<file path="config.mk">
export PLATFORM = sky130hd
export DESIGN_NAME = fpa_out
export DESIGN_NICKNAME = d
export VERILOG_FILES = /design/src/rtl/fpa_pkg.sv /design/src/rtl/fpa_out.sv
export SDC_FILE = /design/constraint.sdc
export NUM_CORES = 1
export LEC_CHECK = 0
export ABC_CLOCK_PERIOD_IN_PS = 6150
export BUFFER_PORTS_ARGS = -buffer_cell sky130_fd_sc_hd__buf_2
export CAP_MARGIN = 30
export CORE_MARGIN = 2
export CORE_UTILIZATION = 45
export DETAILED_ROUTE_END_ITERATION = 16
export PLACE_DENSITY = 0.71
export SETUP_SLACK_MARGIN = 0.4
export SLEW_MARGIN = 0
export SYNTH_ARGS = -nofsm -noshare
export SYNTH_HDL_FRONTEND = slang
export SYNTH_SLANG_ARGS = --single-unit
</file>
<file path="constraint.sdc">
create_clock -name clk_i -period 6.15 [get_ports clk_i]
set_clock_uncertainty 0.15 [all_clocks]
set_input_delay 1.23 -clock clk_i [delete_from_list [all_inputs] [get_ports clk_i]]
set_output_delay 1.23 -clock clk_i [all_outputs]
set_load 0.02 [all_outputs]
</file>
<file path="src/rtl/fpa_pkg.sv">
// ----------------------------------------------------------------------------
// fpa_pkg: shared types and constants for the Q24.8 fixed-point ALU
// Operation codes, data widths and the words passed between stages.
// ----------------------------------------------------------------------------
package fpa_pkg;

  localparam int unsigned DataWidth       = 32;
  localparam int unsigned OpWidth         = 4;
  localparam int unsigned FracBitsDefault = 8;
  localparam int unsigned DivStepBits     = 2;

  typedef enum logic [OpWidth-1:0] {
    OP_ADD      = 4'd0,
    OP_SUB      = 4'd1,
    OP_MUL      = 4'd2,
    OP_DIV      = 4'd3,
    OP_GT       = 4'd4,
    OP_LT       = 4'd5,
    OP_GE       = 4'd6,
    OP_LE       = 4'd7,
    OP_EQ       = 4'd8,
    OP_NE       = 4'd9,
    OP_MIN      = 4'd10,
    OP_MAX      = 4'd11,
    OP_INC      = 4'd12,
    OP_DEC      = 4'd13,
    OP_FROM_INT = 4'd14,
    OP_TO_INT   = 4'd15
  } op_e;

  typedef logic signed [DataWidth-1:0] data_t;

  typedef struct packed {
    logic  is_div;
    logic  neg;
    logic  dz;
    logic  cond;
    data_t res;
  } side_t;

  typedef struct packed {
    data_t result;
    logic  condition;
    logic  divide_by_zero;
  } rsp_t;

endpackage

</file>
<file path="src/rtl/fpa_out.sv">
// ----------------------------------------------------------------------------
// fpa_out: quotient rounding, result select and output skid buffer
// Rounds to nearest with ties away from zero, applies the sign, and parts
// the pipeline from the response channel with an output and a skid register.
// ----------------------------------------------------------------------------
module fpa_out (
  input  logic                          clk_i,
  input  logic                          rst_ni,
  input  logic                          valid_i,
  input  fpa_pkg::side_t                side_i,
  input  logic [fpa_pkg::DataWidth-1:0] quo_i,
  input  logic [fpa_pkg::DataWidth-1:0] rem_i,
  input  logic [fpa_pkg::DataWidth-1:0] den_i,
  output logic                          adv_o,
  output logic                          rsp_valid_o,
  input  logic                          rsp_ready_i,
  output fpa_pkg::rsp_t                 rsp_word_o
);
  import fpa_pkg::*;

  logic                 round_up;
  logic [DataWidth-1:0] div_res;
  rsp_t                 word;
  logic                 take;
  logic                 out_valid_d, out_valid_q;
  rsp_t                 out_word_d, out_word_q;
  logic                 skid_valid_d, skid_valid_q;
  rsp_t                 skid_word_d, skid_word_q;

  assign round_up = ({rem_i, 1'b0} >= {1'b0, den_i});
  assign div_res  = side_i.neg ? (~quo_i + DataWidth'(!round_up))
                               : (quo_i + DataWidth'(round_up));

  always_comb begin
    word.result         = side_i.is_div ? data_t'(div_res) : side_i.res;
    word.condition      = side_i.cond;
    word.divide_by_zero = side_i.dz;
  end

  assign take  = !out_valid_q || rsp_ready_i;
  assign adv_o = !skid_valid_q;

  always_comb begin
    out_valid_d  = out_valid_q;
    out_word_d   = out_word_q;
    skid_valid_d = skid_valid_q;
    skid_word_d  = skid_word_q;
    if (take) begin
      if (skid_valid_q) begin
        out_valid_d  = 1'b1;
        out_word_d   = skid_word_q;
        skid_valid_d = 1'b0;
      end else begin
        out_valid_d = valid_i;
        out_word_d  = word;
      end
    end else if (valid_i && !skid_valid_q) begin
      skid_valid_d = 1'b1;
      skid_word_d  = word;
    end
  end

  always_ff @(posedge clk_i or negedge rst_ni) begin
    if (!rst_ni) begin
      out_valid_q  <= 1'b0;
      skid_valid_q <= 1'b0;
    end else begin
      out_valid_q  <= out_valid_d;
      skid_valid_q <= skid_valid_d;
    end
  end

  always_ff @(posedge clk_i) begin
    out_word_q  <= out_word_d;
    skid_word_q <= skid_word_d;
  end

  assign rsp_valid_o = out_valid_q;
  assign rsp_word_o  = out_word_q;

endmodule

</file>
# Word level (Yosys, flattened, before mapping)
# Cells that the tools add are included.
# op_classes
n_addsub	2
magnitude_cmp	1
muxes	6
bitwise_logic	2
n_reduce_logical	7
# ops
operator	n
$add A32 B1 Y32	2
$mux W32	2
$mux W34	1
$ge A33 B32 Y1	1
$not A32 Y32	1
$logic_not A1 Y1	3
$mux W1	3
$reduce_and A2 Y1	1
$reduce_bool A2 Y1	1
$logic_and A1 B1 Y1	1
$logic_or A1 B1 Y1	1
$not A1 Y1	1
# word_totals
ff_bits	70
out_inout_bits	36
elab_cells	26

# Depth between registers and ports, before layout
# Gate-level depths: netlist of the first run.
# depth
depth_word	6
ltp_mapped	16
depth_no_buf	16

# Worst setup path before layout of the first run
# No wires, ideal clock.
# synth_timing
kind	input to register
from	input rsp_ready_i
to	register skid_word_q[0] (netlist name) (enable)
setup_time_ns	0.475
t_arrival_ns	4.727
path_slack_ns	0.798
stages	2
n_path_buf	0
path_cell_list	nand2b_1 > nor3b_1
# synth_via
elab_chain_len	3
# synth_lines
item	line_no	text
start, declared	fpa_out.sv:16	input logic rsp_ready_i,
$logic_or A1 B1 Y1	fpa_out.sv:40	assign take = !out_valid_q || rsp_ready_i;
$not A1 Y1 (no source line)	-	
$reduce_and A2 Y1 (no source line)	-	
end signal, assigned	fpa_out.sv:75	skid_word_q <= skid_word_d;
end, declared	fpa_out.sv:28	rsp_t skid_word_d, skid_word_q;
# No other way between the ends.
# A chain may end at the register's enable or synchronous reset.

==> flow_summary.json, run 1 <==
{
  "antenna_found_initial": 0,
  "placed_cells": 806,
  "crit_fanout": 9,
  "ys_warn_count": 0,
  "drt-initial-drc-count": 341,
  "hold_depth": 2,
  "cp_top_family": "compound AO/OA/AOI/OAI gates",
  "grt_pass1_wl_mm": 22.23,
  "cp_slowest_cell": "a2111oi_0",
  "clk_pin_slew_worst_paths_ps": 60,
  "globalRoute.totalOverflow": 0,
  "synthArstFlopShare_pct": 2.857,
  "via_per_inst": 5.665,
  "clk_latency_ps": 330,
  "cp.required_ps": 6080,
  "fin_crit_sh_pct": 84.75,
  "nets": 849,
  "cts_max_level": 3,
  "fmax_ghz": 0.1919,
  "clock_sinks": 70,
  "min_period_ps": 5212,
  "hp-start": "skid_word_q[9]",
  "final_cells": 823,
  "drv_slew": 0,
  "die_x_um": 110.7,
  "status": "completed",
  "fp.dieH_um": 110.7,
  "r2r_end": "rsp_word_o[33]",
  "maxCapViolations": 0,
  "netlist_instances": 519,
  "crit_type": "input pin to register",
  "ant_nets": 0,
  "synth.ff_latch_count": 70,
  "detailed_place_hpwl_mm": 10.20,
  "synth_edf_count": 68,
  "r2r_start": "skid_valid_q",
  "critical-path-max-stage-delay_ps": 550,
  "p_leak_uw": 0.002864,
  "syn_nets": 690,
  "rr_worst_depth": 5,
  "rrSetupSlack_ps": 3680,
  "wl_per_cell_um": 16.75,
  "grt_max_degree": 53,
  "cts_tree": "done",
  "routabilityCongestion": 0.9033,
  "ys_seq_area_share_pct": 40.84,
  "min_path_type": "register to register",
  "start_util_pct": 46.64,
  "routed_wirelength_mm": 13.79,
  "drc_errors": 0,
  "slew_headroom_pct": 39.53,
  "min_to": "rsp_word_o[9]",
  "cts_resized": 0,
  "syn_area_per_cell_um2": 9.870,
  "cts_buffer_depth": 2,
  "core-area_mm2": 0.01098,
  "dieArea_mm2": 0.01225,
  "setup_viol": 0,
  "cts_buffers": 9,
  "fin_area_mm2": 0.006429,
  "fillers": 962,
  "io_pins": 172,
  "netlist_area_mm2": 0.005122,
  "hold_buffers": 0,
  "ys.flop_type": "edfxtp_1",
  "root_buffer": "clkbuf_16",
  "place_area_mm2": 0.006086,
  "synth_cell_types": 58,
  "first_pass_iters": 5,
  "io_buffers": 171,
  "path_cells": "buf_2 -> ha_1 -> a21o_1 -> a21o_1 -> a211oi_1 -> o21ai_0 -> a2111oi_0 -> or2_2 -> ha_1 -> ha_1 -> nor3b_1 -> nand3_1 -> nor3_1 -> o22ai_1 -> xor2_1 -> mux2_2",
  "cp.arrival_ps": 5150,
  "grt_pass1_vias": 4511,
  "fin_setup_tns_ps": 0,
  "worst_pin_slew_ps": 906.1,
  "cts_setup_buffers": 0,
  "end_kind": "register",
  "track_usage_pct": 22.21,
  "vias": 4662,
  "cp_common_cell": "ha_1",
  "hold_viol": 0,
  "crit_buf_inv": 1,
  "rsz0062_at_grt": "false",
  "rows": 38,
  "ir_drop_v": 0.0001534,
  "drive_above_1_share_pct": 34.26,
  "syn2layout_area_growth_pct": 25.50,
  "start_kind": "input pin",
  "antenna_cells": 0,
  "powerDensity_mw_per_mm2": 231.2
}
-- sequential cells by signal, summed over array words and instances (netlist names) --
signal / cells
skid_valid_q: 1
skid_word_q: 34
rsp_valid_o: 1
rsp_word_o: 34
-- cell usage after synthesis (3+ instances only) --
library cell | instances | area share [%]
a21oi_1 | 32 | 3.1
a22oi_1 | 15 | 2.2
nor2b_1 | 3 | 0.37
nor3_1 | 23 | 2.2
and3_1 | 5 | 0.61
buf_2 | 3 | 0.29
or3_1 | 4 | 0.49
a22o_1 | 3 | 0.51
mux2i_1 | 6 | 1.2
a41oi_1 | 4 | 0.68
nand3_1 | 15 | 1.5
xor2_1 | 8 | 1.4
nand2_1 | 24 | 1.8
inv_1 | 44 | 3.2
ha_1 | 35 | 8.5
nand2b_1 | 6 | 0.73
nor4_1 | 4 | 0.49
mux2_2 | 32 | 7.0
o31ai_1 | 5 | 0.73
nand4_1 | 16 | 2.0
nor2_1 | 37 | 2.7
edfxtp_1 | 68 | 40
o21ai_0 | 15 | 1.5
o31a_1 | 3 | 0.51
xnor2_1 | 19 | 3.2
a31oi_1 | 6 | 0.73
clkbuf_1 | 25 | 1.8
a21o_1 | 16 | 2.3
o22ai_1 | 6 | 0.73
-- metal layers --
| metal | wire [um] | global-route usage [%] |
|---|---|---|
| met1 | 6024 | 29.59 |
| met2 | 6488 | 36.44 |
| met3 | 1076 | 5.741 |
| met4 | 199 | 5.167 |
| met5 | 0 | 0 |
-- power by group --
part	switching, uW	total, uW	internal (uW)	leakage, uW
registers	10.4	589	579	0.000678
logic	197	343	146	0.00203
clock network	200	554	354	0.000152
-- worst register-to-register path: stages, from the launching register on --
cell,delay (ps)
dfrtp_1,330
buf_4,380
inv_1,540
nand2_1,370
inv_1,150
a221o_1,310
-- area by class of cell --
cell class                      instances  area, um2  area share (%)
Clock buffer                           10      229.0           3.562
Clock inverter                          6      86.33           1.343
Inverter                               44      165.2           2.569
Multi-Input combinational cell        376       2760           42.94
Sequential cell                        70       2092           32.54
Tap cell                              140      175.2           2.725
Timing Repair Buffer                  177      920.9           14.32
-- logic make-up (layout without fill, tap and decap cells) --
kind of cell	Yosys count	after routing	share of synthesized area, %
and+or+nand+nor	154	154	16.22
AOI/OAI and AO/OA	122	122	16.15
buffers and inverters	73	237	5.422
DFF	70	70	40.84
muxes	38	38	8.207
adders and majority gates	35	35	8.549
xor gates and xnor gates	27	27	4.617
-- per-stage QoR --
stage | utilization [%] | hold slack (ps) | total power (uW) | setup WS (ps)
floorplan | - | 348.4 | 813.1 | 798.3
global placement | 55.34 | 361.3 | 925.9 | 785.2
detailed placement | 55.41 | 368.0 | 938.4 | 672.2
CTS | 58.28 | 383.2 | 1493 | 1011
global route | 58.53 | 391.1 | 1554 | 525.1
finish | 58.53 | 378.5 | 1486 | 937.7
-- placed cells by master (no fill, tap or decap), drive strengths merged, types with 6 or more instances in the layout --
cell    netlist  routed
buf           4     177
nand2        24      24
nand2b        6       6
o22ai         6       6
xnor2        19      19
a22oi        16      16
nor2         37      37
mux2i         6       6
nand4        16      16
ha           35      35
inv          44      44
a21o         16      16
edfxtp       68      68
xor2          8       8
a31oi         6       6
a21oi        32      32
clkbuf       25      10
nor3         24      24
o21ai        16      16
mux2         32      32
nand3        15      15
-- how the worst max path moves through the flow --
stage / from / endpoint / slack (ps) / depth (start not counted)
finish: rem_i[1] / skid_word_q[24] / 940 / 16
global route: rem_i[1] / skid_word_q[28] / 530 / 16
CTS: rem_i[1] / skid_word_q[24] / 1010 / 16
detailed placement: rem_i[1] / skid_word_q[24] / 670 / 16
global placement: rem_i[1] / skid_word_q[30] / 790 / 16
floorplan: rsp_ready_i / skid_word_q[0] / 800 / 2
Power figures use the tool's default switching activity.
==> run 2: changes to the inputs <==
- ABC_AREA: not set -> 1
- ABC_CLOCK_PERIOD_IN_PS: 6150 -> 5350
- PLACE_DENSITY: 0.71 -> 0.7
- clock period: 6.15 -> 5.35 ns (I/O delays scaled with it)
==> flow_summary.json, run 2 <==
{
  "wl_per_cell_um": 13.51,
  "cp.arrival_ps": 4010,
  "cp_slowest_cell": "ha_1",
  "io_pins": 172,
  "netlist_instances": 789,
  "grt_max_degree": 57,
  "combPwrFrac_pct": 23.1,
  "hold_viol": 0,
  "r2r_start": "skid_valid_q",
  "setup_viol": 0,
  "rr_worst_depth": 5,
  "cp_common_cell": "nand3_1",
  "drc_errors": 0,
  "yosysTopAreaCell": "edfxtp_1",
  "ys_seq_area_share_pct": 37.63,
  "fin_crit_sh_pct": 76.08,
  "globalRoute.totalOverflow": 0,
  "multiInputGateArea_mm2": 0.003053,
  "yosysMostFrequentCell": "nand2_1",
  "final_cells": 1107,
  "final_common_cell": "nand2_1",
  "cts_resized": 0,
  "core-area_mm2": 0.01201,
  "r2r_end": "rsp_word_o[2]",
  "fin_setup_tns_ps": 0,
  "clock_sinks": 70,
  "root_buffer": "clkbuf_16",
  "p_leak_uw": 0.003367,
  "min_path_type": "input pin to async pin",
  "hold_buffers": 0,
  "worst_pin_slew_ps": 587.3,
  "swShare_pct": 28.57,
  "track_usage_pct": 23.19,
  "drive_above_1_share_pct": 23.54,
  "clk_pin_slew_worst_paths_ps": 50,
  "first_pass_iters": 5,
  "synthTopCellsByArea": "edfxtp_1, nand2_1, ha_1",
  "syn_nets": 960,
  "cts_tree": "done",
  "drt-initial-drc-count": 381,
  "crit_buf_inv": 3,
  "antenna_found_initial": 0,
  "ys_warn_count": 0,
  "powerDensity_mw_per_mm2": 237.2,
  "layout_common_cells": "nand2_1, buf_2, nor2_1",
  "nets": 1126,
  "ys.flop_type": "edfxtp_1",
  "synthDominantCellAreaShare_pct": 36.73,
  "grt_pass1_vias": 5277,
  "io_buffers": 171,
  "fp.dieH_um": 115.1,
  "seq_power_share_pct": 41.5,
  "slew_headroom_pct": 60.85,
  "maxCapViolations": 0,
  "cts_buffer_depth": 2,
  "p_switching_uw": 463.8,
  "rrSetupSlack_ps": 3300,
  "cp.required_ps": 5290,
  "min_period_ps": 4070,
  "ir_drop_v": 0.0001315,
  "ant_nets": 0,
  "start_kind": "input pin",
  "rsz0062_at_grt": "false",
  "rows": 40,
  "cts_max_level": 3,
  "synth_edf_count": 68,
  "synth.ff_latch_count": 70,
  "synthArstFlopShare_pct": 2.857,
  "antenna_cells": 0,
  "placed_cells": 1091,
  "die_x_um": 115.1,
  "vias": 5534,
  "routabilityCongestion": 0.9500,
  "seqCellArea_mm2": 0.002092,
  "clkPwrFrac_pct": 35.5,
  "via_per_inst": 4.999,
  "ys_top_cells_by_count": "nand2_1, nor2_1, inv_1",
  "cts_buffers": 9,
  "crit_fanout": 5,
  "syn_area_per_cell_um2": 7.046,
  "routed_wirelength_mm": 14.96,
  "start_util_pct": 46.28,
  "syn2layout_area_growth_pct": 23.09,
  "end_kind": "register",
  "netlist_area_mm2": 0.005559,
  "fmax_ghz": 0.2457,
  "grt_pass1_wl_mm": 24.21,
  "crit_type": "input pin to register",
  "fillers": 1159,
  "synth_cell_types": 33,
  "drv_slew": 0,
  "cts_setup_buffers": 0,
  "dieArea_mm2": 0.01326,
  "internal_power_uw": 1159,
  "critical-path-max-stage-delay_ps": 290,
  "detailed_place_hpwl_mm": 11.79,
  "cp_top_family": "simple AND/OR/NAND/NOR gates",
  "clk_latency_ps": 330,
  "status": "completed",
  "path_cells": "buf_2 -> inv_1 -> ha_1 -> nand2_1 -> nor3_1 -> inv_1 -> or2_2 -> nor2_1 -> nand2_1 -> nor2_1 -> nand3b_1 -> ha_1 -> ha_1 -> nand3_1 -> nor2_2 -> nand2_1 -> nor2_2 -> nand3_1 -> nand3_1 -> nand3_1 -> and2_1"
}
run 2: cell count changes in the layout (fill, tap and decap cells not counted), sizes merged, moves of 24 or more:
cell	previous run	this run
nand2	24	264
or2	1	25
mux2	32	0
nand3	15	78
nor2	37	101
inv	44	87
run 2: worst reg2reg max path: cells and delay by family (launching register included):
family | cells | cell delay, ps
buf+inv | 3 | 1120
simple gates | 1 | 150
compound gates | 1 | 50
flops | 1 | 320
run 2: power by group through the flow:
| stage | Sequential, uW | Combinational [uW] | Clock (uW) |
|---|---|---|---|
| final | 673 | 374 | 576 |
| after global routing | 677 | 422 | 616 |
| after CTS | 674 | 377 | 588 |
| after detailed placement | 685 | 374 | 0 |
| after global placement | 684 | 371 | 0 |
| after floorplan | 729 | 187 | 0 |
run 2: worst max-delay path by stage:
stage	startpoint	to	depth (start not counted)	slack [ps]
after floorplan	rsp_ready_i	skid_word_q[0]	3	1330
after global placement	den_i[29]	skid_word_q[24]	21	1060
after detailed placement	den_i[31]	skid_word_q[24]	21	960
after CTS	den_i[30]	skid_word_q[24]	21	1310
after global routing	den_i[31]	rsp_word_o[24]	22	890
final	den_i[30]	skid_word_q[24]	21	1280
run 2: cell type report:
cell class                 count  share of cell area, %
clock buffer                   9                  3.291
clock inverter                 7                 0.9508
inverter                      88                  4.827
multi-input combinational    610                  44.62
sequential                    70                  30.57
tap                          147                  2.688
timing repair buffer         176                  13.06
run 2: logic make-up after synthesis:
logic type / Yosys count / synth area share, %
adders and majority gates: 35 / 7.878
DFF: 70 / 37.63
buffers and inverters: 109 / 7.495
AOI/OAI and AO/OA: 57 / 5.739
xor gates and xnor gates: 14 / 2.206
and+or+nand+nor: 504 / 39.05
run 2: through the flow:
step | area (um2) | setup WS [ps] | power (uW) | util, % | hold WS (ps)
floorplan | 5559 | 1325 | 915.6 | - | 340.9
detailed placement | 6553 | 961.4 | 1059 | 54.55 | 357.4
CTS | 6843 | 1315 | 1638 | 56.97 | 355.6
finish | 6843 | 1280 | 1623 | 56.97 | 362.1
global route | 6843 | 894.1 | 1716 | 56.97 | 352.8
global placement | 6553 | 1064 | 1055 | 54.55 | 348.1
run 2: layer usage:
layer	GRT usage [%]	part of all wire (%)	wire length [um]
met1	29.65	44	6628
met4	8.514	2.5	378
met5	0	0	0
met3	5.166	7.0	1045
met2	38.63	46	6902
==> run 3: changes to the inputs <==
- ABC_CLOCK_PERIOD_IN_PS: 5350 -> 3830
- clock period: 5.35 -> 3.83 ns (I/O delays scaled with it)
==> flow_summary.json, run 3 (synthesis gave the netlist of run 2 again) <==
{
  "cts_tree": "done",
  "first_pass_iters": 5,
  "cp_slowest_cell": "nor4_2",
  "root_buffer": "clkbuf_16",
  "fin_crit_sh_pct": 89.23,
  "seq_power_share_pct": 38.8,
  "syn2layout_area_growth_pct": 35.94,
  "cp_top_family": "simple AND/OR/NAND/NOR gates",
  "grt_pass1_vias": 5394,
  "crit_fanout": 3,
  "rsz0062_at_grt": "true",
  "fillers": 1114,
  "antenna_found_initial": 0,
  "fmax_ghz": 0.2926,
  "powerDensity_mw_per_mm2": 320.9,
  "track_usage_pct": 23.85,
  "r2r_end": "skid_word_q[25]",
  "drc_errors": 0,
  "worst_pin_slew_ps": 776.1,
  "p_leak_uw": 0.003559,
  "ant_nets": 0,
  "end_kind": "register",
  "maxCapViolations": 0,
  "dieArea_mm2": 0.01326,
  "status": "completed",
  "min_period_ps": 3418,
  "crit_buf_inv": 2,
  "cp.arrival_ps": 3350,
  "clkPwrFrac_pct": 36.2,
  "fp.dieH_um": 115.1,
  "cp_common_cell": "nor2_4",
  "die_x_um": 115.1,
  "hold_buffers": 0,
  "rows": 40,
  "globalRoute.totalOverflow": 0,
  "p_switching_uw": 691.5,
  "grt_max_degree": 37,
  "cts_max_level": 3,
  "final_common_cell": "nand2_1",
  "path_cells": "buf_6 -> inv_2 -> ha_4 -> nand2_4 -> nor2_4 -> nand4_1 -> nor4_2 -> nand2_2 -> nor2_4 -> nand3b_1 -> ha_4 -> ha_4 -> nand3_4 -> nor2_4 -> nand2_4 -> nor2_4 -> nand2_2 -> nand3_1 -> nand3_2 -> nand3_1 -> nand2_1",
  "vias": 5713,
  "detailed_place_hpwl_mm": 12.04,
  "placed_cells": 1097,
  "nets": 1138,
  "r2r_start": "skid_valid_q",
  "rrSetupSlack_ps": 1630,
  "antenna_cells": 0,
  "grt_pass1_wl_mm": 24.93,
  "rr_worst_depth": 4,
  "swShare_pct": 28.52,
  "start_util_pct": 46.28,
  "min_path_type": "input pin to async pin",
  "fin_total_pwr_uw": 2425,
  "routabilityCongestion": 0.9636,
  "clk_pin_slew_worst_paths_ps": 60,
  "via_per_inst": 5.105,
  "slew_headroom_pct": 48.14,
  "clock_sinks": 70,
  "drt-initial-drc-count": 579,
  "core-area_mm2": 0.01201,
  "ir_drop_v": 0.0002206,
  "critical-path-max-stage-delay_ps": 290,
  "start_kind": "input pin",
  "fin_area_mm2": 0.007557,
  "io_buffers": 171,
  "cts_buffer_depth": 2,
  "final_cells": 1119,
  "internal_power_uw": 1733,
  "cp.required_ps": 3770,
  "place_area_mm2": 0.006698,
  "hold_viol": 0,
  "routed_wirelength_mm": 16.08,
  "crit_type": "input pin to register",
  "drive_above_1_share_pct": 33.13,
  "setup_viol": 0,
  "layout_common_cells": "nand2_1, buf_2, nor2_1",
  "cts_buffers": 9,
  "wl_per_cell_um": 14.37,
  "clk_latency_ps": 330,
  "finish.utilization_pct": 62.92,
  "drv_slew": 0,
  "combPwrFrac_pct": 25.0,
  "io_pins": 172
}
==> run 3: changes by cell type in the layout (fill, tap and decap cells not counted), moves of 13 or more <==
cell     previous run  this run
nor2_4              1        14
nand3_1            78        63
ha_1               35        22
nand2_1           264       248
buf_6               0        13
==> run 3: power by group through the flow <==
| stage | combinational, uW | clock [uW] | sequential [uW] |
|---|---|---|---|
| finish | 605 | 878 | 941 |
| global route | 675 | 916 | 947 |
| CTS | 550 | 887 | 942 |
| detailed placement | 541 | 0 | 957 |
| global placement | 535 | 0 | 956 |
| floorplan | 268 | 0 | 1020 |
==> run 3: how the worst max path moves through the flow <==
| stage | from | slack, ps | cells past startpoint | endpoint |
|---|---|---|---|---|
| after floorplan | den_i[29] | 360 | 20 | skid_word_q[24] |
| after global placement | den_i[29] | -80 | 19 | rsp_word_o[8] |
| after detailed placement | den_i[29] | -100 | 19 | rsp_word_o[8] |
| after CTS | den_i[10] | 400 | 23 | rsp_word_o[32] |
| after global routing | den_i[13] | 200 | 21 | rsp_word_o[12] |
| final | den_i[13] | 410 | 21 | rsp_word_o[20] |
==> run 3: layout make-up <==
cell class              instances  area [um2]  area share [%]
multi-input cells             610        3551           46.99
flip-flops and latches         70        2092           27.68
repair buffers                188        1070           14.16
inverters                      88       345.3           4.570
clock buffers                  10       229.0           3.030
well taps                     147       183.9           2.434
clock inverters                 6       86.33           1.142
==> run 3: per-layer routing <==
metal  track usage (%)  routed length (um)
met5                 0                   0
met4             6.426                 299
met3             4.692                1152
met2             40.90                7862
met1             30.83                6767
==> run 3: what timing repair did <==
action / in CTS / in global routing
gates resized for setup: 13 / 101
setup buffers: 2 / 4
gates cloned: 0 / 0
pin swaps: 5 / 54
endpoints found under the setup margin: 43 / 56
==> run 3: per-stage QoR <==
| stage | hold WS, ps | setup TNS [ps] | setup slack [ps] |
|---|---|---|---|
| after floorplan | 320.4 | 0 | 364.7 |
| after global placement | 350.2 | -186.9 | -84.52 |
| after detailed placement | 352.3 | -602.2 | -99.04 |
| after CTS | 50.00 | 0 | 404.3 |
| after global routing | 49.62 | 0 | 196.9 |
| final | 56.71 | 0 | 412.5 |
